--- src/hw/rtl/lgti_pkg.sv ---
// ----------------------------------------------------------------------------
// Lazy grid trilinear interpolator package
// Shared grid constants, codes, memory request type and index helpers.
// ----------------------------------------------------------------------------
package lgti_pkg;

  localparam int GRID_X         = 16;
  localparam int GRID_Y         = 16;
  localparam int GRID_Z         = 16;
  localparam int MAX_COMPONENTS = 8;

  localparam int NUM_POINTS  = GRID_X * GRID_Y * GRID_Z;
  localparam int NUM_SAMPLES = NUM_POINTS * MAX_COMPONENTS;
  localparam int PT_W        = $clog2(NUM_POINTS);
  localparam int SA_W        = $clog2(NUM_SAMPLES);

  localparam int DEN_W     = 31;
  localparam int NUM_W     = 48;
  localparam int FRAC_W    = 16;
  localparam int MID_ITER  = NUM_W - FRAC_W;
  localparam int CNT_W     = $clog2(NUM_W + 1);
  localparam int CFG_IDX_W = 3;

  typedef enum logic {
    CMD_WRITE = 1'b0,
    CMD_EVAL  = 1'b1
  } cmd_e;

  typedef enum logic [2:0] {
    STS_WR_OK     = 3'd0,
    STS_WR_REJECT = 3'd1,
    STS_RANGE     = 3'd2,
    STS_MISSING   = 3'd3,
    STS_VALUE     = 3'd4
  } status_e;

  typedef enum logic [CFG_IDX_W-1:0] {
    CFG_ORIGIN_X   = 3'd0,
    CFG_ORIGIN_Y   = 3'd1,
    CFG_ORIGIN_Z   = 3'd2,
    CFG_STEP_X     = 3'd3,
    CFG_STEP_Y     = 3'd4,
    CFG_STEP_Z     = 3'd5,
    CFG_COMPONENTS = 3'd6
  } cfg_idx_e;

  typedef enum logic [3:0] {
    ST_CLEAR,
    ST_IDLE,
    ST_WR_CHK,
    ST_EMIT_ONE,
    ST_LOC_START,
    ST_LOC_WAIT,
    ST_VCHK,
    ST_MISS,
    ST_LOAD,
    ST_BL_MUL,
    ST_BL_ADD,
    ST_VAL_EMIT
  } state_e;

  typedef struct packed {
    logic            v_en;
    logic            v_we;
    logic [PT_W-1:0] v_addr;
    logic            v_wdata;
    logic            s_en;
    logic            s_we;
    logic [SA_W-1:0] s_addr;
    logic [31:0]     s_wdata;
  } mem_req_t;

  function automatic logic [PT_W-1:0] point_index(logic [5:0] ix, logic [5:0] iy,
                                                  logic [5:0] iz);
    point_index = PT_W'((int'(ix) * GRID_Y + int'(iy)) * GRID_Z + int'(iz));
  endfunction

  function automatic logic [SA_W-1:0] sample_addr(logic [PT_W-1:0] pt, logic [2:0] comp);
    sample_addr = SA_W'(int'(pt) * MAX_COMPONENTS + int'(comp));
  endfunction

  function automatic logic [DEN_W-1:0] step_eff(logic [DEN_W-1:0] s);
    step_eff = (s == '0) ? DEN_W'(1) : s;
  endfunction

endpackage

--- src/hw/rtl/lgti_div.sv ---
// ----------------------------------------------------------------------------
// Radix-2 restoring divider
// Divides a 48-bit dividend by a 31-bit divisor, one quotient bit per cycle,
// and keeps the remainder seen after the integer part of the quotient.
// ----------------------------------------------------------------------------
module lgti_div (
  input  logic                         clk_i,
  input  logic                         rst_ni,
  input  logic                         start_i,
  input  logic [lgti_pkg::NUM_W-1:0]   dividend_i,
  input  logic [lgti_pkg::DEN_W-1:0]   divisor_i,
  output logic                         done_o,
  output logic [lgti_pkg::NUM_W-1:0]   quot_o,
  output logic [lgti_pkg::DEN_W-1:0]   rem_mid_o
);

  logic                         busy_q;
  logic                         done_q;
  logic [lgti_pkg::CNT_W-1:0]   cnt_q;
  logic [lgti_pkg::NUM_W-1:0]   num_q;
  logic [lgti_pkg::DEN_W-1:0]   den_q;
  logic [lgti_pkg::DEN_W-1:0]   rem_q;
  logic [lgti_pkg::DEN_W-1:0]   rem_mid_q;
  logic [lgti_pkg::DEN_W:0]     rem_sh;
  logic                         qbit;
  logic [lgti_pkg::DEN_W-1:0]   rem_new;

  always_comb begin
    rem_sh  = {rem_q, num_q[lgti_pkg::NUM_W-1]};
    qbit    = (rem_sh >= {1'b0, den_q});
    rem_new = qbit ? lgti_pkg::DEN_W'(rem_sh - {1'b0, den_q})
                   : lgti_pkg::DEN_W'(rem_sh);
  end

  always_ff @(posedge clk_i or negedge rst_ni) begin
    if (!rst_ni) begin
      busy_q <= 1'b0;
      done_q <= 1'b0;
      cnt_q  <= '0;
    end else begin
      done_q <= 1'b0;
      if (start_i) begin
        busy_q <= 1'b1;
        cnt_q  <= '0;
      end else if (busy_q) begin
        cnt_q <= cnt_q + 1'b1;
        if (cnt_q == lgti_pkg::CNT_W'(lgti_pkg::NUM_W - 1)) begin
          busy_q <= 1'b0;
          done_q <= 1'b1;
        end
      end
    end
  end

  always_ff @(posedge clk_i) begin
    if (start_i) begin
      num_q <= dividend_i;
      den_q <= divisor_i;
      rem_q <= '0;
    end else if (busy_q) begin
      num_q <= {num_q[lgti_pkg::NUM_W-2:0], qbit};
      rem_q <= rem_new;
      if (cnt_q == lgti_pkg::CNT_W'(lgti_pkg::MID_ITER - 1)) begin
        rem_mid_q <= rem_new;
      end
    end
  end

  assign done_o    = done_q;
  assign quot_o    = num_q;
  assign rem_mid_o = rem_mid_q;

endmodule

--- config.mk ---
export PLATFORM = sky130hd
export DESIGN_NAME = lgti_div
export DESIGN_NICKNAME = d
export VERILOG_FILES = /design/src/hw/rtl/lgti_pkg.sv /design/src/hw/rtl/lgti_div.sv
export SDC_FILE = /design/constraint.sdc
export NUM_CORES = 1
export LEC_CHECK = 0
export BUFFER_PORTS_ARGS = -buffer_cell sky130_fd_sc_hd__clkbuf_2
export CAP_MARGIN = 20
export CORE_MARGIN = 2
export CORE_UTILIZATION = 30
export DETAILED_ROUTE_END_ITERATION = 16
export SYNTH_ARGS = -nofsm -noshare
export SYNTH_HDL_FRONTEND = slang
export SYNTH_SLANG_ARGS = --single-unit
--- constraint.sdc ---
create_clock -name clk_i -period 8.2 [get_ports clk_i]
set_input_delay 1.64 -clock clk_i [delete_from_list [all_inputs] [get_ports clk_i]]
set_output_delay 1.64 -clock clk_i [all_outputs]
set_load 0.01 [all_outputs]
==> impl_metrics.py, run 1 <==
metrics = {
    "floorplan": {
        "fp.dieH_um": 165,
        "die_w_um": 165,
        "dieArea_mm2": 0.0274,
        "row_count": 59,
        "boundaryPins": 162,
        "core-area_mm2": 0.0258,
        "initial_core_util_pct": 30.3,
    },
    "routing": {
        "wl_um": 20100,
        "vias": 6047,
        "antenna_left": 0,
        "first_iter_violations": 432,
        "wire_per_inst_um": 16.7,
        "dr.pass1.iters": 4,
        "drc_errors": 0,
        "vias_per_cell": 5.01,
    },
    "hold_path": {
        "min_path_type": "reg -> reg",
        "holdPathStages": 2,
        "hold_path_startpoint": "rem_q[30]",
    },
    "placement": {
        "routabilityCongestion": 0.868,
        "hpwl_um": 14000,
        "placed_area_mm2": 0.00892,
        "place.port_buffers": 161,
    },
    "grt": {
        "antenna_found_initial": 0,
        "grt_pass1_vias": 5873,
        "grt_overflow": 0,
        "grt_max_degree": 63,
        "track_usage_pct": 14.8,
        "grt_pass1_wl_um": 31400,
    },
    "setup_path": {
        "slowest_delay_ns": 0.56,
        "cp_max_fo": 27,
        "worstPathRequired_ns": 8.38,
        "critical_path.startpoint": "quot_o[47]",
        "crit_family": "compound AO/OA/AOI/OAI gates",
        "crit_buf_inv": 1,
        "slowest_stage": "a21o_1",
        "end_kind": "register",
        "critPathLaunchType": "register",
        "rr_worst_depth": 11,
        "cp.arrival_ns": 4.18,
        "worstSetupPathType": "reg -> reg",
        "reg2reg_from": "quot_o[47]",
        "worst-path-stages": 11,
        "crit_chain": "inv_1 > ha_1 > fa_1 > nor2b_1 > o2111ai_1 > a311oi_1 > nor2_1 > a31o_1 > a21o_1 > nand2_2 > mux2_2",
    },
    "timing": {
        "setup_tns_ns": 0,
        "finalHoldViolCount": 0,
        "final.min_clock_period_ns": 4.00,
        "rsz0062_at_grt": "false",
        "finalClockSkew_ns": 0.0118,
        "setup_violations": 0,
        "finalCritPeriodShare_pct": 48.8,
        "relSlewSlack_pct": 29.4,
        "maxSlewViolCount": 0,
        "worst_slew_pin_slew_ns": 1.06,
        "max_freq_mhz": 250,
    },
    "synth": {
        "syn-cell-area_mm2": 0.00782,
        "syn-num-nets": 826,
        "ys_warn_count": 0,
        "synth-seq-area-share_pct": 52.7,
        "avgSynthCellArea_um2": 11.0,
        "syn_inst": 711,
        "async_reset_ff_share_pct": 5.37,
        "synth_flop_cell": "edfxtp_1",
        "synth_edf_count": 110,
        "ys_types": 60,
        "synth_seq_cells": 149,
    },
    "clock_network": {
        "cts_root_buf": "clkbuf_16",
        "post_cts_resized": 0,
        "hold_buffers": 0,
        "clk_path_buf_depth": 2,
        "cts.sinks": 149,
        "cts_setup_buffers": 0,
        "cts_buffers": 17,
        "clkTransAtPathRegs_ns": 0.07,
        "h-tree-depth": 4,
        "clkLatencyLatePin_ns": 0.43,
        "cts_tree": "done",
    },
    "power_and_ir_drop": {
        "intPower_uw": 1810,
        "power_leakage_uw": 0.00415,
        "combinationalPowerShare_pct": 36.9,
        "switching_share_pct": 37.2,
        "ir_worst_vdd_v": 0.000161,
        "power_density_mw_per_mm2": 301,
        "netSwitchingPower_uw": 1070,
        "power_frac_clock_pct": 26.9,
        "power_frac_seq_pct": 36.2,
        "power_uw": 2880,
    },
    "layout": {
        "synthToLayoutAreaGrowth_pct": 22.2,
        "final_cell_mix": "clkbuf_2, edfxtp_1, nand2_1, mux2_2, nor2_1",
        "final_area_mm2": 0.00956,
        "drive_gt1_share_pct": 31.5,
        "final_common_cell": "clkbuf_2",
        "antennaDiodeCount": 0,
        "final_util_pct": 37.0,
        "final_nets": 973,
        "fillers": 2620,
    },
    "job": {
        "drv_cap": 0,
    },
    "run_status": {
        "outcome": "complete, no violations",
    },
}
==> routing by layer <==
metal,vias up,share of wire [%],global-route usage (%)
li1,2960,-,-
met1,2932,48,20.9
met5,-,0,0
met4,0,1.2,4.00
met2,135,46,22.9
met3,20,4.4,3.10
==> layout make-up <==
| cell class | instances | area, µm² | share of cell area, % |
|---|---|---|---|
| repair buffers | 167 | 893 | 9.35 |
| flip-flops and latches | 149 | 4130 | 43.2 |
| well taps | 335 | 419 | 4.39 |
| inverters | 44 | 165 | 1.73 |
| multi-input cells | 479 | 3380 | 35.4 |
| clock buffers | 17 | 425 | 4.45 |
| clock inverters | 15 | 146 | 1.53 |
==> worst paths after layout <==
path	to	slack, ns
worst max-delay path	rem_mid_o[27]	4.20
worst min-delay path	rem_q[30]	0.50
worst max register to register	rem_mid_o[27]	4.20
worst min register to register	rem_q[30]	0.50
max in group asynchronous	busy_q	6.94
min in group asynchronous	cnt_q[1]	1.05
==> power by group through the flow <==
stage	Combinational (µW)	Clock, µW	Sequential, µW
floorplan	784	0	1040
global route	1190	827	1060
CTS	1050	792	1040
finish	1060	774	1040
global placement	1030	0	1050
detailed placement	1040	0	1050
==> Yosys cell counts (2+ instances only) <==
library cell | instances | area (µm²)
a31oi_1 | 4 | 25.0
dfrtp_1 | 8 | 200
o41ai_1 | 7 | 61.3
a21o_1 | 11 | 82.6
a221oi_1 | 2 | 17.5
buf_1 | 6 | 22.5
xnor2_1 | 16 | 140
or2_2 | 4 | 25.0
o21a_1 | 5 | 37.5
nand2b_1 | 2 | 12.5
a41oi_1 | 2 | 17.5
o211ai_1 | 3 | 22.5
inv_1 | 44 | 165
nor2_1 | 51 | 191
clkbuf_1 | 25 | 93.8
nand2_1 | 60 | 225
mux2_2 | 56 | 631
nand3_1 | 39 | 195
a211oi_1 | 6 | 45.0
o31ai_1 | 2 | 15.0
a21oi_1 | 31 | 155
o21bai_1 | 2 | 15.0
edfxtp_1 | 110 | 3300
nor2b_1 | 10 | 62.6
ha_1 | 32 | 400
xor2_1 | 11 | 96.3
nand4_1 | 9 | 56.3
nor3_1 | 12 | 60.1
a311oi_1 | 23 | 201
a2111o_1 | 2 | 22.5
and3_1 | 3 | 18.8
dfxtp_1 | 31 | 621
nor4b_1 | 2 | 17.5
buf_2 | 7 | 35.0
o31a_1 | 2 | 17.5
o311ai_0 | 3 | 26.3
a311oi_2 | 2 | 30.0
a2111oi_2 | 2 | 30.0
a211o_1 | 4 | 35.0
a31o_2 | 6 | 52.6
o21ai_0 | 35 | 175
==> flip-flops by register name, indices dropped and copies added, names as in the netlist <==
| signal | flops |
|---|---|
| quot_o | 48 |
| den_q | 31 |
| rem_mid_o | 31 |
| rem_q | 31 |
| cnt_q | 6 |
| busy_q | 1 |
| done_o | 1 |
==> stage by stage <==
| step | cells | setup WS [ns] | hold WS, ns |
|---|---|---|---|
| after floorplan | 711 | 2.14 | 0.455 |
| after global placement | 1171 | 4.32 | 0.478 |
| after detailed placement | 1171 | 4.25 | 0.481 |
| after CTS | 1203 | 4.22 | 0.497 |
| after global routing | 1206 | 3.96 | 0.529 |
| final | 1206 | 4.20 | 0.503 |
==> kinds of logic (layout without fill, tap and decap cells) <==
group,count (synthesis),count (layout),synth area share [%]
AND/OR/NAND/NOR,200,200,11.8
AO/OA/AOI/OAI,162,162,14.7
flip-flops,149,149,52.7
buffers and inverters,83,243,4.19
multiplexers,57,57,8.19
adder cells (fa/ha/maj),33,33,5.37
XOR/XNOR,27,27,3.02
==> worst register-to-register path, stage by stage (launching register included) <==
cell       delay (ns)
edfxtp_1         0.37
inv_1            0.07
ha_1             0.22
fa_1             0.41
nor2b_1          0.18
o2111ai_1        0.21
a311oi_1         0.48
nor2_1           0.08
a31o_1           0.24
a21o_1           0.56
nand2_2          0.53
mux2_2           0.39
(Power assumes the default switching activity.)
==> run 2: changes to the inputs <==
--- a/config.mk
+++ b/config.mk
@@ -5,6 +5,7 @@
 export SDC_FILE = /design/constraint.sdc
 export NUM_CORES = 1
 export LEC_CHECK = 0
+export ABC_AREA = 1
 export BUFFER_PORTS_ARGS = -buffer_cell sky130_fd_sc_hd__clkbuf_2
 export CAP_MARGIN = 20
 export CORE_MARGIN = 2
==> constraint.sdc (replaced) <==
create_clock -name clk_i -period 3.77 [get_ports clk_i]
set_input_delay 0.754 -clock clk_i [delete_from_list [all_inputs] [get_ports clk_i]]
set_output_delay 0.754 -clock clk_i [all_outputs]
set_load 0.01 [all_outputs]
==> run 2 against run 1 <==
Against the previous run: global-route usage is 0.78 points higher; first-iteration DRC count fell by 14%; core utilization is 0.38 points higher; setup slack lost 3.2 ns; synthesized cell count is 49% higher; critical path type unchanged; non-clock buffer count rose by 2; final cell count is 33% higher; die area up 6.1%.
==> impl_metrics.py, run 2 <==
metrics = {
    "placement": {
        "routabilityCongestion": 0.892,
        "hpwl_um": 16200,
        "dp_cells": 1576,
        "place.port_buffers": 161,
        "placed_area_mm2": 0.00952,
    },
    "run_status": {
        "outcome": "complete, no violations",
    },
    "synth": {
        "yosys-top-cells-count": "nand2_1, inv_1, edfxtp_1",
        "ys_warn_count": 0,
        "syn_inst": 1058,
        "syn-cell-area_mm2": 0.00831,
        "synth_top_area_cell": "edfxtp_1",
        "avgSynthCellArea_um2": 7.86,
        "synth-seq-area-share_pct": 49.6,
        "synth_flop_cell": "edfxtp_1",
        "synthDominantCellAreaShare_pct": 39.7,
        "async_reset_ff_share_pct": 5.37,
        "syn-num-nets": 1173,
        "synth_edf_count": 110,
        "ys_types": 43,
        "synth_seq_cells": 149,
        "yosys-top-cells-area": "edfxtp_1, nand2_1, dfxtp_1",
        "yosysMostFrequentCell": "nand2_1",
    },
    "timing": {
        "finalHoldViolCount": 0,
        "setup_tns_ns": 0,
        "setup_violations": 0,
        "final.min_clock_period_ns": 2.81,
        "rsz0062_at_grt": "false",
        "maxSlewViolCount": 0,
        "whs_ns": 0.181,
        "finalCritPeriodShare_pct": 74.4,
        "worst_slew_pin_slew_ns": 0.593,
        "relSlewSlack_pct": 60.4,
        "finalClockSkew_ns": 0.0142,
        "max_freq_mhz": 356,
    },
    "setup_path": {
        "slowest_delay_ns": 0.36,
        "reg2reg_slack_ns": 0.96,
        "slowest_stage": "fa_1",
        "crit_family": "simple AND/OR/NAND/NOR gates",
        "worstPathRequired_ns": 3.94,
        "cp_max_fo": 38,
        "end_kind": "register",
        "critPathMostFrequentCell": "nand2_2",
        "rr_worst_depth": 15,
        "reg2reg_from": "quot_o[47]",
        "cp.arrival_ns": 2.98,
        "worstSetupPathType": "reg -> reg",
        "reg2reg_to": "rem_mid_o[12]",
        "crit_buf_inv": 3,
        "crit_chain": "inv_1 > ha_1 > fa_1 > inv_1 > nand2_1 > nand2_1 > nand3_2 > nand2_2 > nand2_2 > nand3_2 > nand2_2 > nand2_4 > inv_4 > nand2_1 > nand2_2",
        "critPathLaunchType": "register",
    },
    "power_and_ir_drop": {
        "power_frac_seq_pct": 43.7,
        "combinationalPowerShare_pct": 16.5,
        "power_frac_clock_pct": 39.8,
        "intPower_uw": 3200,
        "switching_share_pct": 28.5,
        "power_density_mw_per_mm2": 441,
        "ir_worst_vdd_v": 0.000292,
        "netSwitchingPower_uw": 1270,
        "power_leakage_uw": 0.00532,
    },
    "routing": {
        "first_iter_violations": 370,
        "drc_errors": 0,
        "vias": 6927,
        "wire_per_inst_um": 13.5,
        "vias_per_cell": 4.31,
        "dr.pass1.iters": 5,
        "wl_um": 21700,
        "antenna_left": 0,
    },
    "floorplan": {
        "boundaryPins": 162,
        "dieArea_mm2": 0.0291,
        "fp.dieH_um": 170,
        "core-area_mm2": 0.0271,
        "initial_core_util_pct": 30.7,
        "die_w_um": 170,
        "row_count": 60,
    },
    "layout": {
        "fillers": 2834,
        "final_area_mm2": 0.0101,
        "synthToLayoutAreaGrowth_pct": 21.8,
        "antennaDiodeCount": 0,
        "final_nets": 1338,
        "final_common_cell": "nand2_1",
        "drive_gt1_share_pct": 20.1,
        "largest_register_ffs": 48,
        "final_cell_mix": "nand2_1, inv_1, clkbuf_2, edfxtp_1, nand3_1",
        "fin_cells": 1608,
        "final_util_pct": 37.4,
    },
    "clock_network": {
        "cts_root_buf": "clkbuf_16",
        "clkTransAtPathRegs_ns": 0.06,
        "clk_path_buf_depth": 2,
        "cts_buffers": 17,
        "hold_buffers": 0,
        "h-tree-depth": 4,
        "clkLatencyLatePin_ns": 0.43,
        "cts_tree": "done",
        "cts.sinks": 149,
        "cts_setup_buffers": 0,
        "post_cts_resized": 0,
    },
    "grt": {
        "grt_pass1_vias": 6862,
        "grt_pass1_wl_um": 34800,
        "grt_overflow": 0,
        "grt_max_degree": 53,
        "track_usage_pct": 15.5,
        "antenna_found_initial": 1,
    },
    "job": {
        "drv_cap": 0,
    },
    "hold_path": {
        "min_path_type": "in -> async",
    },
}
[run 2: layout make-up]
cell class | count | area (µm²) | area share [%]
clock buffers | 17 | 425 | 4.20
clock inverters | 15 | 178 | 1.75
inverters | 166 | 626 | 6.18
multi-input cells | 720 | 3440 | 34.0
flip-flops and latches | 149 | 4120 | 40.7
well taps | 372 | 465 | 4.60
repair buffers | 169 | 868 | 8.58
[run 2: per-stage QoR]
step           total power (µW)  setup slack (ns)
2_1_floorplan              2490             0.268
3_3_place_gp               2720             0.984
3_5_place_dp               2730             0.939
4_1_cts                    4520             0.891
5_1_grt                    4700             0.632
6_report                   4470             0.965
[run 2: worst max-delay path by stage]
stage | start | endpoint | slack (ns) | cells after the start
finish | quot_o[47] | rem_mid_o[12] | 0.96 | 15
global route | quot_o[47] | quot_o[0] | 0.63 | 14
CTS | quot_o[47] | quot_o[0] | 0.89 | 14
detailed placement | quot_o[47] | rem_mid_o[12] | 0.94 | 15
global placement | quot_o[47] | quot_o[0] | 0.98 | 14
floorplan | start_i | rem_mid_o[0] | 0.27 | 4
[run 2: logic make-up (layout without fill, tap and decap cells)]
kind of cell / after synthesis / in the layout / share of synthesized area [%]
simple gates: 636 / 636 / 32.0
fa+ha+maj: 33 / 33 / 5.06
flops: 149 / 149 / 49.6
compound gates: 37 / 37 / 2.62
buf+inv: 189 / 367 / 9.26
xor+xnor: 14 / 14 / 1.48
[run 2: worst reg2reg max path: cells and delay by family (launching register included)]
family,cells,cell delay (ns)
fa+ha+maj,2,0.58
buf+inv,3,0.47
flops,1,0.34
simple gates,10,1.17
[run 2: power by group through the flow]
stage | Sequential [µW] | Combinational [µW] | Clock [µW]
floorplan | 1990 | 503 | 0
global placement | 1990 | 733 | 0
detailed placement | 1980 | 742 | 0
CTS | 1950 | 745 | 1820
global route | 1960 | 845 | 1900
finish | 1950 | 737 | 1780
[run 2: per-layer routing]
metal / up-vias / wire, µm / track usage [%]
li1: 3615 / - / -
met4: 2 / 390 / 4.65
met1: 3075 / 9570 / 18.8
met3: 24 / 1650 / 5.49
met5: - / 12 / 0
met2: 211 / 10100 / 26.0
